<file path="config.mk">
export PLATFORM = sky130hd
export DESIGN_NAME = stable_layer_insertion_sorter_flat
export DESIGN_NICKNAME = d
export VERILOG_FILES = /design/src/hw/rtl/slis_pkg.sv /design/src/hw/rtl/slis_item_if.sv /design/src/hw/rtl/slis_result_if.sv /design/src/hw/rtl/stable_layer_insertion_sorter.sv /design/src/hw/rtl/slis_datapath.sv /design/src/hw/rtl/slis_controller.sv /design/src/flat_wrapper.sv
export SDC_FILE = /design/constraint.sdc
export NUM_CORES = 2
export LEC_CHECK = 0
export BUFFER_PORTS_ARGS = -buffer_cell sky130_fd_sc_hd__buf_2
export CORE_MARGIN = 2
export CORE_UTILIZATION = 50
export CTS_BUF_LIST = sky130_fd_sc_hd__clkbuf_8 sky130_fd_sc_hd__clkbuf_16
export DETAILED_ROUTE_END_ITERATION = 16
export PLACE_DENSITY = 0.78
export SETUP_SLACK_MARGIN = 0.2
export SYNTH_ARGS = -nofsm -noshare
export SYNTH_HDL_FRONTEND = slang
export SYNTH_HIERARCHICAL = 1
export SYNTH_SLANG_ARGS = --single-unit
</file>
<file path="constraint.sdc">
create_clock -name clk -period 12.45 [get_ports clk]
set_input_delay 0 -clock clk [delete_from_list [all_inputs] [get_ports clk]]
set_output_delay 0 -clock clk [all_outputs]
set_load 0.03 [all_outputs]
</file>
<file path="src/hw/rtl/slis_pkg.sv">
// ----------------------------------------------------------------------------
// slis_pkg
// Command and status types shared by the sorter controller and datapath.
// ----------------------------------------------------------------------------
package slis_pkg;

    typedef struct packed {
        logic insert;
        logic drop;
        logic pop;
        logic pop_last;
    } slis_cmd_t;

    typedef struct packed {
        logic full;
        logic remaining_one;
    } slis_status_t;

endpackage

</file>
<file path="src/hw/rtl/slis_item_if.sv">
// ----------------------------------------------------------------------------
// slis_item_if
// Valid/ready channel carrying one entry of a set into the sorter.
// ----------------------------------------------------------------------------
interface slis_item_if #(
    parameter int KEY_BITS = 8,
    parameter int TAG_BITS = 16
);
    logic                       valid;
    logic                       ready;
    logic signed [KEY_BITS-1:0] item_layer;
    logic        [TAG_BITS-1:0] item_tag;
    logic                       end_of_set;

    modport source (output valid, output item_layer, output item_tag, output end_of_set,
                    input ready);
    modport sink   (input valid, input item_layer, input item_tag, input end_of_set,
                    output ready);
endinterface

</file>
<file path="src/hw/rtl/slis_result_if.sv">
// ----------------------------------------------------------------------------
// slis_result_if
// Valid/ready channel carrying one sorted entry out of the sorter.
// ----------------------------------------------------------------------------
interface slis_result_if #(
    parameter int KEY_BITS = 8,
    parameter int TAG_BITS = 16
);
    logic                       valid;
    logic                       ready;
    logic signed [KEY_BITS-1:0] out_layer;
    logic        [TAG_BITS-1:0] out_tag;
    logic                       out_last;
    logic                       overflowed;

    modport source (output valid, output out_layer, output out_tag, output out_last,
                    output overflowed, input ready);
    modport sink   (input valid, input out_layer, input out_tag, input out_last,
                    input overflowed, output ready);
endinterface

</file>
<file path="src/hw/rtl/stable_layer_insertion_sorter.sv">
// ----------------------------------------------------------------------------
// stable_layer_insertion_sorter
// Stable insertion sort of layer/tag entries, emitted as one sorted set.
// ----------------------------------------------------------------------------
// Entries are taken one per clock while a set is being collected: every cell
// compares its key against the new one in parallel and the row shifts to open
// a slot, so equal keys keep arrival order. The entry flagged end_of_set is
// inserted in its own cycle, after which the block stops taking entries and
// drains the row from the head cell through an output register at one result
// per clock while the sink keeps up; a stalled sink holds the drain. Entries
// arriving with the row full are dropped and every result of that set carries
// overflowed. The next set may start while the last result of the previous
// one still waits in the output register.
// ----------------------------------------------------------------------------
module stable_layer_insertion_sorter
    import slis_pkg::*;
#(
    parameter int CAPACITY = 32,
    parameter int KEY_BITS = 8,
    parameter int TAG_BITS = 16
) (
    input  logic         clk,
    input  logic         rst_n,
    slis_item_if.sink    item,
    slis_result_if.source result
);

    slis_cmd_t    cmd;
    slis_status_t status;

    slis_controller u_ctrl (
        .clk        (clk),
        .rst_n      (rst_n),
        .in_valid   (item.valid),
        .end_of_set (item.end_of_set),
        .in_ready   (item.ready),
        .out_valid  (result.valid),
        .out_ready  (result.ready),
        .status     (status),
        .cmd        (cmd)
    );

    slis_datapath #(
        .CAPACITY (CAPACITY),
        .KEY_BITS (KEY_BITS),
        .TAG_BITS (TAG_BITS)
    ) u_dp (
        .clk        (clk),
        .rst_n      (rst_n),
        .item_layer (item.item_layer),
        .item_tag   (item.item_tag),
        .cmd        (cmd),
        .status     (status),
        .out_layer  (result.out_layer),
        .out_tag    (result.out_tag),
        .out_last   (result.out_last),
        .overflowed (result.overflowed)
    );

endmodule

</file>
<file path="src/hw/rtl/slis_datapath.sv">
// ----------------------------------------------------------------------------
// slis_datapath
// Row of sorted cells with parallel compare and shift insertion, fill count,
// drop flag and the output register fed from the head cell.
// ----------------------------------------------------------------------------
module slis_datapath
    import slis_pkg::*;
#(
    parameter int CAPACITY = 32,
    parameter int KEY_BITS = 8,
    parameter int TAG_BITS = 16
) (
    input  logic                       clk,
    input  logic                       rst_n,
    input  logic signed [KEY_BITS-1:0] item_layer,
    input  logic        [TAG_BITS-1:0] item_tag,
    input  slis_cmd_t                  cmd,
    output slis_status_t               status,
    output logic signed [KEY_BITS-1:0] out_layer,
    output logic        [TAG_BITS-1:0] out_tag,
    output logic                       out_last,
    output logic                       overflowed
);

    localparam int FILL_BITS = $clog2(CAPACITY + 1);

    logic signed [KEY_BITS-1:0] key_reg [CAPACITY];
    logic        [TAG_BITS-1:0] tag_reg [CAPACITY];
    logic        [CAPACITY-1:0] ins;
    logic        [FILL_BITS-1:0] fill_reg, fill_next;
    logic                        drop_reg, drop_next;
    logic signed [KEY_BITS-1:0] out_layer_reg;
    logic        [TAG_BITS-1:0] out_tag_reg;
    logic                       out_last_reg;
    logic                       overflowed_reg;

    genvar g;
    generate
        for (g = 0; g < CAPACITY; g++)
        begin : g_cell
            // empty cells count as greater, so the entry lands at the fill point
            assign ins[g] = (fill_reg > FILL_BITS'(g)) ? (item_layer < key_reg[g]) : 1'b1;

            if (g == 0)
            begin : g_head
                always_ff @(posedge clk)
                begin
                    if (cmd.pop)
                    begin
                        if (CAPACITY > 1)
                        begin
                            key_reg[g] <= key_reg[(g + 1) % CAPACITY];
                            tag_reg[g] <= tag_reg[(g + 1) % CAPACITY];
                        end
                    end
                    else if (cmd.insert && ins[g])
                    begin
                        key_reg[g] <= item_layer;
                        tag_reg[g] <= item_tag;
                    end
                end
            end
            else
            begin : g_body
                always_ff @(posedge clk)
                begin
                    if (cmd.pop)
                    begin
                        if (g < CAPACITY - 1)
                        begin
                            key_reg[g] <= key_reg[(g + 1) % CAPACITY];
                            tag_reg[g] <= tag_reg[(g + 1) % CAPACITY];
                        end
                    end
                    else if (cmd.insert && ins[g-1])
                    begin
                        key_reg[g] <= key_reg[g-1];
                        tag_reg[g] <= tag_reg[g-1];
                    end
                    else if (cmd.insert && ins[g])
                    begin
                        key_reg[g] <= item_layer;
                        tag_reg[g] <= item_tag;
                    end
                end
            end
        end
    endgenerate

    always_comb
    begin
        fill_next = fill_reg;
        drop_next = drop_reg;
        if (cmd.insert)
        begin
            fill_next = fill_reg + FILL_BITS'(1);
        end
        if (cmd.drop)
        begin
            drop_next = 1'b1;
        end
        if (cmd.pop)
        begin
            fill_next = fill_reg - FILL_BITS'(1);
        end
        if (cmd.pop_last)
        begin
            drop_next = 1'b0;
        end
    end

    always_ff @(posedge clk or negedge rst_n)
    begin
        if (!rst_n)
        begin
            fill_reg <= '0;
            drop_reg <= 1'b0;
        end
        else
        begin
            fill_reg <= fill_next;
            drop_reg <= drop_next;
        end
    end

    always_ff @(posedge clk)
    begin
        if (cmd.pop)
        begin
            out_layer_reg  <= key_reg[0];
            out_tag_reg    <= tag_reg[0];
            out_last_reg   <= cmd.pop_last;
            overflowed_reg <= drop_reg;
        end
    end

    assign status.full          = (fill_reg == FILL_BITS'(CAPACITY));
    assign status.remaining_one = (fill_reg == FILL_BITS'(1));

    assign out_layer  = out_layer_reg;
    assign out_tag    = out_tag_reg;
    assign out_last   = out_last_reg;
    assign overflowed = overflowed_reg;

endmodule

</file>
<file path="src/hw/rtl/slis_controller.sv">
// ----------------------------------------------------------------------------
// slis_controller
// Collect/emit sequencer: accepts entries, then drains the sorted cells one
// request at a time into the output register.
// ----------------------------------------------------------------------------
module slis_controller
    import slis_pkg::*;
(
    input  logic         clk,
    input  logic         rst_n,
    input  logic         in_valid,
    input  logic         end_of_set,
    output logic         in_ready,
    output logic         out_valid,
    input  logic         out_ready,
    input  slis_status_t status,
    output slis_cmd_t    cmd
);

    typedef enum logic {
        COLLECT,
        EMIT
    } state_t;

    state_t state_reg, state_next;
    logic   out_valid_reg, out_valid_next;
    logic   accept;
    logic   pop;

    assign in_ready = (state_reg == COLLECT);
    assign accept   = in_valid && in_ready;
    assign pop      = (state_reg == EMIT) && (!out_valid_reg || out_ready);

    assign cmd.insert   = accept && !status.full;
    assign cmd.drop     = accept && status.full;
    assign cmd.pop      = pop;
    assign cmd.pop_last = pop && status.remaining_one;

    always_comb
    begin
        state_next     = state_reg;
        out_valid_next = out_valid_reg;
        if (pop)
        begin
            out_valid_next = 1'b1;
        end
        else if (out_ready)
        begin
            out_valid_next = 1'b0;
        end
        case (state_reg)
            COLLECT:
            begin
                if (accept && end_of_set)
                begin
                    state_next = EMIT;
                end
            end
            EMIT:
            begin
                if (pop && status.remaining_one)
                begin
                    state_next = COLLECT;
                end
            end
            default:
            begin
                state_next = COLLECT;
            end
        endcase
    end

    always_ff @(posedge clk or negedge rst_n)
    begin
        if (!rst_n)
        begin
            state_reg     <= COLLECT;
            out_valid_reg <= 1'b0;
        end
        else
        begin
            state_reg     <= state_next;
            out_valid_reg <= out_valid_next;
        end
    end

    assign out_valid = out_valid_reg;

endmodule
</file>
<file path="src/flat_wrapper.sv">
// flat-port wrapper written by rule: the top's interface ports become plain ports
module stable_layer_insertion_sorter_flat import slis_pkg::*;
#(
    parameter int CAPACITY = 32,
    parameter int KEY_BITS = 8,
    parameter int TAG_BITS = 16
)
  (clk, rst_n, item_valid, item_item_layer, item_item_tag, item_end_of_set, item_ready, result_valid, result_out_layer, result_out_tag, result_out_last, result_overflowed, result_ready);
  slis_item_if #(.KEY_BITS(KEY_BITS), .TAG_BITS(TAG_BITS)) item_i ();
  slis_result_if #(.KEY_BITS(KEY_BITS), .TAG_BITS(TAG_BITS)) result_i ();
  input  logic clk;
  input  logic rst_n;
  input wire logic [$bits(item_i.valid)-1:0] item_valid;
  input wire logic [$bits(item_i.item_layer)-1:0] item_item_layer;
  input wire logic [$bits(item_i.item_tag)-1:0] item_item_tag;
  input wire logic [$bits(item_i.end_of_set)-1:0] item_end_of_set;
  output wire logic [$bits(item_i.ready)-1:0] item_ready;
  output wire logic [$bits(result_i.valid)-1:0] result_valid;
  output wire logic [$bits(result_i.out_layer)-1:0] result_out_layer;
  output wire logic [$bits(result_i.out_tag)-1:0] result_out_tag;
  output wire logic [$bits(result_i.out_last)-1:0] result_out_last;
  output wire logic [$bits(result_i.overflowed)-1:0] result_overflowed;
  input wire logic [$bits(result_i.ready)-1:0] result_ready;
  assign item_i.valid = item_valid;
  assign item_i.item_layer = item_item_layer;
  assign item_i.item_tag = item_item_tag;
  assign item_i.end_of_set = item_end_of_set;
  assign item_ready = item_i.ready;
  assign result_valid = result_i.valid;
  assign result_out_layer = result_i.out_layer;
  assign result_out_tag = result_i.out_tag;
  assign result_out_last = result_i.out_last;
  assign result_overflowed = result_i.overflowed;
  assign result_i.ready = result_ready;
  stable_layer_insertion_sorter #(.CAPACITY(CAPACITY), .KEY_BITS(KEY_BITS), .TAG_BITS(TAG_BITS)) u_core (.clk(clk), .rst_n(rst_n), .item(item_i), .result(result_i));
endmodule
</file>
; ---- Yosys cells after proc, flatten, opt, wreduce, memory -nomap -nowiden
; Memories as Yosys holds them, arrays and structs flattened.
; Index checks and enable logic that the tools add are counted.
[totals]
ff_bits = 35
latch_bits = 0
input_bits = 29
rom_bits = 0
mem_count = 2
ramBits = 768
[op_classes]
bitwise = 125
n_addsub = 2
muxes = 354
eq_ne = 2
n_div = 0
reduce_logical = 44
n_mul = 0
magnitude_cmp = 64
n_shift = 0
[mem_list]
columns = memory, depth, width, rd, rd_ports_with_merged_regs, write_ports, line
row1 = u_core.u_dp.tag_reg, 32, 16, 32, 0, 32, slis_datapath.sv:28  ; logic [TAG_BITS-1:0] tag_reg [CAPACITY];
row2 = u_core.u_dp.key_reg, 32, 8, 32, 0, 32, slis_datapath.sv:27  ; logic signed [KEY_BITS-1:0] key_reg [CAPACITY];
[ops]
columns = op, n
row1 = 2-to-1 mux 16 bit, 62
row2 = 2-to-1 mux 8 bit, 62
row3 = less-than comparator 8 bit, 32
row4 = 2-to-1 mux 1 bit, 227
row5 = OR 1 bit, 124
row6 = "> comparator 6 x 5 -> 1 bit, second input constant", 16
row7 = "> comparator 6 x 4 -> 1 bit, second input constant", 8
row8 = logical AND 1 bit, 38
row9 = "> comparator 6 x 3 -> 1 bit, second input constant", 4
row10 = "> comparator 6 x 1 -> 1 bit, second input constant", 2
row11 = "> comparator 6 x 2 -> 1 bit, second input constant", 2
row12 = 2-to-1 mux 6 bit, 2
row13 = "adder 6 x 1 -> 6 bit, second input constant", 1
row14 = "== test 6 x 1 -> 1 bit, second input constant", 1
row15 = "== test 6 bit, second input constant", 1
row16 = nonzero test 2 bit, 3
row17 = "subtractor 6 x 1 -> 6 bit, second input constant", 1
row18 = logical NOT 1 bit, 2
row19 = case mux 1 bit (2 select lines), 1
row20 = logical OR 1 bit, 1
row21 = inverter 1 bit, 1

; ---- Depth between registers and ports, before layout
[logic_depth]
word_depth = 9
mapped_depth = 15
depth_no_buf = 11

; ---- Hierarchy
; Netlist, hierarchy kept.
[by_module_without_submodules]
columns = mod, area_per_inst_um2, instances, cells_per_inst
row1 = slis_datapath, 46364.5, 1, 4108
row2 = slis_controller, 118.9, 1, 12

; ---- Worst setup path after synthesis
; OpenSTA, ideal clock, no wires.
[synth_path]
kind = register to register
from = register u_core.u_dp.fill_reg[0]
to = memory u_core.u_dp.key_reg[31][0] (netlist: u_core/u_dp/key_reg[3][56]) (enable)
path_stages_with_launch = 12
arrival_ps = 3872
setup_ps = 438
t_required_ps = 12012
setup_slack_ps = 8139
path_cell_list = dfrtp_1 > clkbuf_1 > inv_1 > ha_1 > or3b_2 > nor3b_1 > nor3b_1 > buf_2 > nand2_1 > buf_2 > clkbuf_1 > o21ai_0
[synth_lines]
columns = item, line
row1 = start: declaration, slis_datapath.sv:30  ; logic [FILL_BITS-1:0] fill_reg, fill_next;
row2 = start signal: assignment, slis_datapath.sv:121  ; fill_reg <= fill_next;
row3 = end: declaration, slis_datapath.sv:27

==> results.json <==
{
  "peakVddDrop_mv": 0.154,
  "ys_ff_latch": 803,
  "ys_seq_area_share_pct": 51.8,
  "cts_buffer_depth": 3,
  "drive_gt1_share_pct": 10.2,
  "fin_skew_ps": 13.6,
  "worstPathRequired_ps": 12900,
  "status": "completed",
  "synth_area_per_cell_um2": 11.3,
  "fmax_mhz": 199,
  "drv_cap": 0,
  "nFillCells": 7648,
  "drt_wl_total_um": 128000,
  "cts_sinks": 803,
  "critPathSlowestCell": "o21a_1",
  "synthCells": 4120,
  "antenna_found_initial": 1,
  "powerDensity_nw_per_um2": 243,
  "synth_area_um2": 46500,
  "core-area_um2": 91900,
  "fin_setup_tns_ps": 0,
  "yosysUniqueCellTypes": 80,
  "slew_violations": 0,
  "period_needed_ps": 5040,
  "grt_pass1_wl_um": 197000,
  "hp-class": "primary input to flop",
  "grt_max_degree": 77,
  "holdWs_ps": 98.4,
  "place_ws_ps": 7550,
  "die_area_um2": 95400,
  "vias": 34800,
  "final_area_um2": 50600,
  "layout_commonest_cell": "edfxtp_1",
  "fp.dieW_um": 309,
  "clkTransAtPathRegs_ps": 60,
  "rsz0062_at_grt": "no",
  "cts_root_buffer": "clkbuf_16",
  "diodes": 0,
  "finalHoldViolCount": 0,
  "max_slew_margin_pct": 17.2,
  "start_util_pct": 50.6,
  "overflow": 0,
  "layout_common_cells": "edfxtp_1 (794), mux2i_1 (505), inv_1 (475)",
  "place_congestion": 0.948,
  "path_max_fanout": 76,
  "total_power_mw": 12.3,
  "tightestPinTransition_ps": 1240,
  "ys.flop_type": "edfxtp_1",
  "seq_area_um2": 24100,
  "drt_iter0_markers": 4648,
  "hpwl_um": 93500,
  "route.detailed.drc": 0,
  "crit_top_cell": "buf_4",
  "post_cts_buffers": 0,
  "async_flop_share_pct": 1.12,
  "layoutNonFillerInstCount": 5352,
  "criticalPathCategory": "flop to flop",
  "ys_warn_count": 6,
  "cts_buffers": 83,
  "post-route-period-util_pct": 40.4,
  "first_pass_iters": 8,
  "crit_chain": "inv_1 -> ha_1 -> or3b_2 -> nor3b_1 -> nor3b_2 -> buf_4 -> inv_1 -> nor2_4 -> buf_4 -> buf_4 -> o21a_1 -> nor2_1 -> a222oi_1",
  "fin_util_pct": 55.0,
  "fin_nets": 4302,
  "setup_slack_ps": 7410,
  "avgViaCountPerCell": 6.50,
  "insertion_delay_ps": 650,
  "postSynthNetCount": 4377,
  "startpoint_type": "flop",
  "ant_nets": 0,
  "power.leakage_nw": 21.8,
  "port_buffers": 56,
  "place_area_um2": 47600,
  "synth_edf_count": 794,
  "grt_pass1_vias": 33700,
  "boundaryPins": 57,
  "end_kind": "flop",
  "multi_input_area_um2": 19400,
  "rows": 111,
  "cts_tree": "built",
  "setup_viol": 0,
  "grt_usage_pct": 26.4,
  "area_growth_pct": 8.81,
  "critPathMaxStageDelay_ps": 950,
  "arrival_ps": 5480,
  "wl_per_cell_um": 23.9,
  "die_h_um": 309,
  "htreeDepth": 3,
  "dp.cells": 5175,
  "largest_reg_flops": 512
}
[critical path, delay by kind of cell, from the launching register on]
| family | cells | cell delay [ps] |
|---|---|---|
| AOI/OAI and AO/OA | 2 | 1270 |
| adders and majority gates | 1 | 320 |
| buffers and inverters | 5 | 1720 |
| DFF | 1 | 520 |
| and+or+nand+nor | 5 | 960 |
[synthesized netlist by cell type (all sizes together), types with 24 or more instances]
cell type    n  share of area, %
a211oi      36              0.58
a21oi      232               2.5
a221o       77               1.7
a221oi      39              0.75
a222oi      39              0.84
a31oi       47              0.65
and3        24              0.33
buf        144               1.7
clkbuf     174               1.4
edfxtp     794                51
ha         228               6.1
inv        463               3.7
mux2i      505                11
nand2      254               2.1
nand2b      33              0.46
nand3       33              0.36
nor2       173               1.4
nor3       171               1.9
nor3b       32              0.52
o21ai      145               1.6
o221a       93               2.3
o221ai     124               2.3
o32ai       50              0.94
or3         32              0.43
[kinds of logic after synthesis]
group | after synthesis | synth area share, %
simple gates | 821 | 8.47
flops | 803 | 51.8
xor+xnor | 5 | 0.0942
buf+inv | 781 | 6.83
mux | 505 | 10.9
fa+ha+maj | 228 | 6.14
compound gates | 977 | 15.8
[worst paths after layout]
kind / start / end / slack, ps / cells after the start
setup / recovery: u_core/u_dp/fill_reg[0] / u_core/u_dp/key_reg[0][62] / 7410 / 13
min in group asynchronous: rst_n / u_core/u_ctrl/state_reg / 370 / 3
setup reg to reg: u_core/u_dp/fill_reg[0] / u_core/u_dp/key_reg[0][62] / 7410 / 13
max in group asynchronous: rst_n / u_core/u_dp/fill_reg[0] / 11780 / 3
hold / removal: item_item_layer[6] / u_core/u_dp/key_reg[0][6] / 100 / 4
hold reg to reg: u_core/u_dp/tag_reg[0][15] / u_core/u_dp/out_tag[15] / 450 / 0
[power breakdown]
| part | internal (mW) | switching, mW |
|---|---|---|
| sequential | 4.73 | 0.842 |
| clock | 1.41 | 1.08 |
| combinational | 1.56 | 2.67 |
[final cells by class]
| class | instances | share of cell area [%] |
|---|---|---|
| clock buffers | 88 | 4.31 |
| clock inverters | 61 | 0.938 |
| inverters | 463 | 3.44 |
| multi-input cells | 2536 | 38.4 |
| flip-flops and latches | 803 | 47.6 |
| well taps | 1243 | 3.07 |
| repair buffers | 158 | 2.21 |
[layer usage]
layer	routed length, um	up-vias	track usage (%)	share of wire, %
li1	-	15500	-	-
met1	51700	17000	36.6	40
met2	59700	2036	42.4	47
met3	13500	258	4.62	11
met4	3250	0	7.82	2.5
met5	0	-	0	0
[timing repair]
action,CTS,global route
gates resized for setup,0,0
endpoints found under the hold margin,94,0
hold buffers,28,0
Note: power is estimated with default switching activity, not from simulation.
